## config.mk

```make
export PLATFORM = sky130hd
export DESIGN_NAME = tar_ram
export DESIGN_NICKNAME = d
export VERILOG_FILES = /design/src/hw/rtl/tar_ram.sv
export SDC_FILE = /design/constraint.sdc
export NUM_CORES = 1
export LEC_CHECK = 0
export BUFFER_PORTS_ARGS = -buffer_cell sky130_fd_sc_hd__buf_2
export CAP_MARGIN = 20
export CORE_AREA = 4 4 113 115
export CTS_BUF_LIST = sky130_fd_sc_hd__clkbuf_2 sky130_fd_sc_hd__clkbuf_4 sky130_fd_sc_hd__clkbuf_8
export CTS_CLUSTER_SIZE = 16
export DETAILED_ROUTE_END_ITERATION = 6
export DIE_AREA = 0 0 117 119
export HOLD_SLACK_MARGIN = 0.06
export PLACE_DENSITY = 0.59
export RECOVER_POWER = 25
export SYNTH_ARGS = -nofsm -noshare
export SYNTH_HDL_FRONTEND = slang
export SYNTH_SLANG_ARGS = --single-unit
```

## constraint.sdc

```tcl
create_clock -name clk -period 2 [get_ports clk]
set_input_delay 0.3 -clock clk [delete_from_list [all_inputs] [get_ports clk]]
set_output_delay 0.3 -clock clk [all_outputs]
set_load 0.005 [all_outputs]
```

## src/hw/rtl/tar_ram.sv

```systemverilog
// Generic simple dual-port RAM: one write port, one read port with
// registered read data held between reads. No dependencies.
module tar_ram #(
  parameter int WIDTH = 8,
  parameter int DEPTH = 16
) (
  input  logic                                  clk,
  input  logic                                  we,
  input  logic [(DEPTH > 1 ? $clog2(DEPTH) : 1)-1:0] waddr,
  input  logic [WIDTH-1:0]                      wdata,
  input  logic                                  re,
  input  logic [(DEPTH > 1 ? $clog2(DEPTH) : 1)-1:0] raddr,
  output logic [WIDTH-1:0]                      rdata
);
  logic [WIDTH-1:0] mem [DEPTH];
  logic [WIDTH-1:0] rdata_r;

  always_ff @(posedge clk) begin
    if (we) begin
      mem[waddr] <= wdata;
    end
    if (re) begin
      rdata_r <= mem[raddr];
    end
  end

  assign rdata = rdata_r;
endmodule

```

==> flow_summary_export.csv <==
group,metric,value,unit
outcome,status,"complete, no violations",
layout,drive_above_1_share,0.311,
pwr,pwr-share-seq,0.577,
synth,synth.net_count,248,
clocking,cts_hold_buf,0,
worst_setup_path,critPathMaxFanout,1,
worst_setup_path,path_class,"register to register",
worst_setup_path,startpoint_type,"register",
pwr,p_per_area,924,nW/um^2
die,die_height,119,um
timing,setup_tns,0,ps
die,row_count,40,
pwr,ir_drop,0.396,mV
timing,timing.final.crit_period,1530,ps
die,die_w,117,um
global_route,grt_pass1_vias,2523,
synth,synth_area,5230,um^2
synth,syn_inst,229,
timing,setup_violations,0,
global_route,antenna_found_initial,0,
worst_setup_path,crit_family,"multiplexers",
timing,max_freq,652,MHz
worst_setup_path,end_kind,"register",
global_route,grt_pass1_wl,15.1,mm
synth,synth.yosys.seq_area_share,0.781,
clocking,cts_buffers,17,
routing,wl_per_cell,21.8,um
worst_setup_path,cp.arrival,1700,ps
routing,ant_nets,0,
clocking,post_cts_buffers,0,
timing,fin_crit_sh,0.767,
timing,rsz0062_at_grt,"false",
routing,drt_iter0_drc,145,
clocking,cts_tree,"built",
global_route,globalRouteOverflowTotal,0,
pwr,intPower,4430,uW
clocking,cts_num_sinks,136,
synth,synth_cell_types,18,
pwr,power_switching,1160,uW
pwr,p_comb_frac,0.054,
routing,drt_wl_total,9.81,mm
clocking,clkLatencyLatePin,420,ps
synth,syn_avg_cell_area,22.8,um^2
layout,diodes,0,
worst_hold_path,hold_path.class,"input port to register",
worst_setup_path,path_cells,"mux4_1 > a22oi_1 > nand2_1",
placement,dp_hpwl,6.44,mm
clocking,cts_max_path_buffers,2,
global_route,grt_max_degree,33,
pwr,swShare,0.208,
worst_setup_path,crit_path_top_delay_cell,"mux4_1",
timing,worst_pin_slew,659,ps
synth,yosys_warnings,0,
clocking,path_clk_slew,80,ps
die,dieArea,13900,um^2
timing,final_hold_viol_count,0,
timing,report.final.slew_viol_count,0,
timing,slew_headroom,0.561,
die,start_util,0.443,
pwr,pwr-share-clk,0.370,
routing,first_pass_iters,4,
layout,area_growth,15.7,%
timing,layout_setup_ws,466,ps
clocking,h-tree-depth,4,
timing,holdWs,234,ps
worst_setup_path,crit_buf_inv,0,
routing,vias,2490,
placement,gp_congestion,0.752,
worst_setup_path,cp.required,2170,ps
die,io_pins,27,
routing,viasPerCell,5.55,
run,drv_cap,0,
layout,nets,309,
clocking,cts-root-buf,"clkbuf_8",
placement,io_buffers,26,
global_route,grt.total_usage,0.154,
worst_setup_path,slowest_delay,510,ps
placement,dp_worst_setup_slack,71.7,ps
timing,finClkSkew,8.81,ps
routing,drcViolationCount,0,
pwr,leakagePower,0.00203,uW
die,core-area,11800,um^2
clocking,post_cts_resized,0,
synth,synth.ff_latch_count,136,
[stage by stage]
stage / instance area [um^2] / utilization / cells / total power [uW]
floorplan: 5230 / - / 229 / 3450
global placement: 5690 / 0.482 / 418 / 3590
detailed placement: 5690 / 0.482 / 418 / 3590
CTS: 6060 / 0.513 / 449 / 5660
global route: 6050 / 0.512 / 449 / 5810
finish: 6050 / 0.512 / 449 / 5590
[cell type report]
cell class | count | area, um^2
Multi-Input combinational cell | 83 | 1060
Clock inverter | 14 | 135
Tap cell | 147 | 184
Timing Repair Buffer | 52 | 354
Clock buffer | 17 | 234
Fill cell | 955 | 5760
Sequential cell | 136 | 4080
[cells by family (layout without fill, tap and decap cells)]
| family | after synthesis | after routing | synth area share |
|---|---|---|---|
| compound gates | 16 | 16 | 0.0230 |
| mux | 32 | 32 | 0.148 |
| simple gates | 35 | 35 | 0.0314 |
| buf+inv | 10 | 83 | 0.0165 |
| flops | 136 | 136 | 0.781 |
[worst reg2reg max path, cell delays in order (launching register included)]
cell	delay, ps
edfxtp_1	360
mux4_1	510
a22oi_1	300
nand2_1	110
[state kept, by name, indices dropped and copies added, names as in the netlist]
register / flops
rdata: 8
mem: 128
[synth_stat cells]
library cell | n | area (um^2)
a22oi_1 | 16 | 120
and2b_1 | 1 | 7.51
clkdlybuf4s25_2 | 3 | 30.0
nor3_1 | 4 | 20.0
or3b_2 | 1 | 8.76
nand2_1 | 9 | 33.8
mux4_1 | 14 | 368
and2_1 | 1 | 6.26
edfxtp_1 | 136 | 4080
nor2b_1 | 1 | 6.26
buf_4 | 1 | 7.51
nand3_1 | 1 | 5.00
buf_6 | 3 | 33.8
nand2b_1 | 2 | 12.5
nor2_1 | 13 | 48.8
buf_2 | 3 | 15.0
nand3b_1 | 2 | 15.0
mux4_2 | 18 | 405
[final timing paths]
check | slack (ps) | depth (start not counted) | start | to
setup / recovery | 470 | 3 | mem[1][1] | rdata[1]
hold reg to reg | 760 | 3 | mem[14][6] | rdata[6]
hold / removal | 230 | 1 | re | rdata[6]
setup reg to reg | 470 | 3 | mem[1][1] | rdata[1]
[cell usage in the layout, fill, tap and decap left out, drive strengths merged]
cell type  count
nand3          1
mux4          32
nand2b         2
clkinvlp       2
or3b           1
edfxtp       136
nor3           4
clkbuf        24
nand2          9
buf           45
clkinv        10
and2           1
nor2b          1
nor2          13
a22oi         16
nand3b         2
bufinv         2
and2b          1
[per-layer routing]
metal | track usage | part of all wire | wire length [um]
met4 | 0.0495 | 0.0098 | 96
met5 | 0 | 0 | 0
met2 | 0.227 | 0.48 | 4740
met1 | 0.218 | 0.45 | 4370
met3 | 0.0503 | 0.061 | 598
[power by group through the flow]
| stage | registers (uW) | clock network [uW] | logic [uW] |
|---|---|---|---|
| CTS | 3220 | 2130 | 307 |
| global placement | 3280 | 0 | 304 |
| detailed placement | 3290 | 0 | 307 |
| finish | 3220 | 2060 | 300 |
| global route | 3230 | 2250 | 329 |
| floorplan | 3280 | 0 | 162 |
Note: power is estimated with default switching activity, not from simulation.
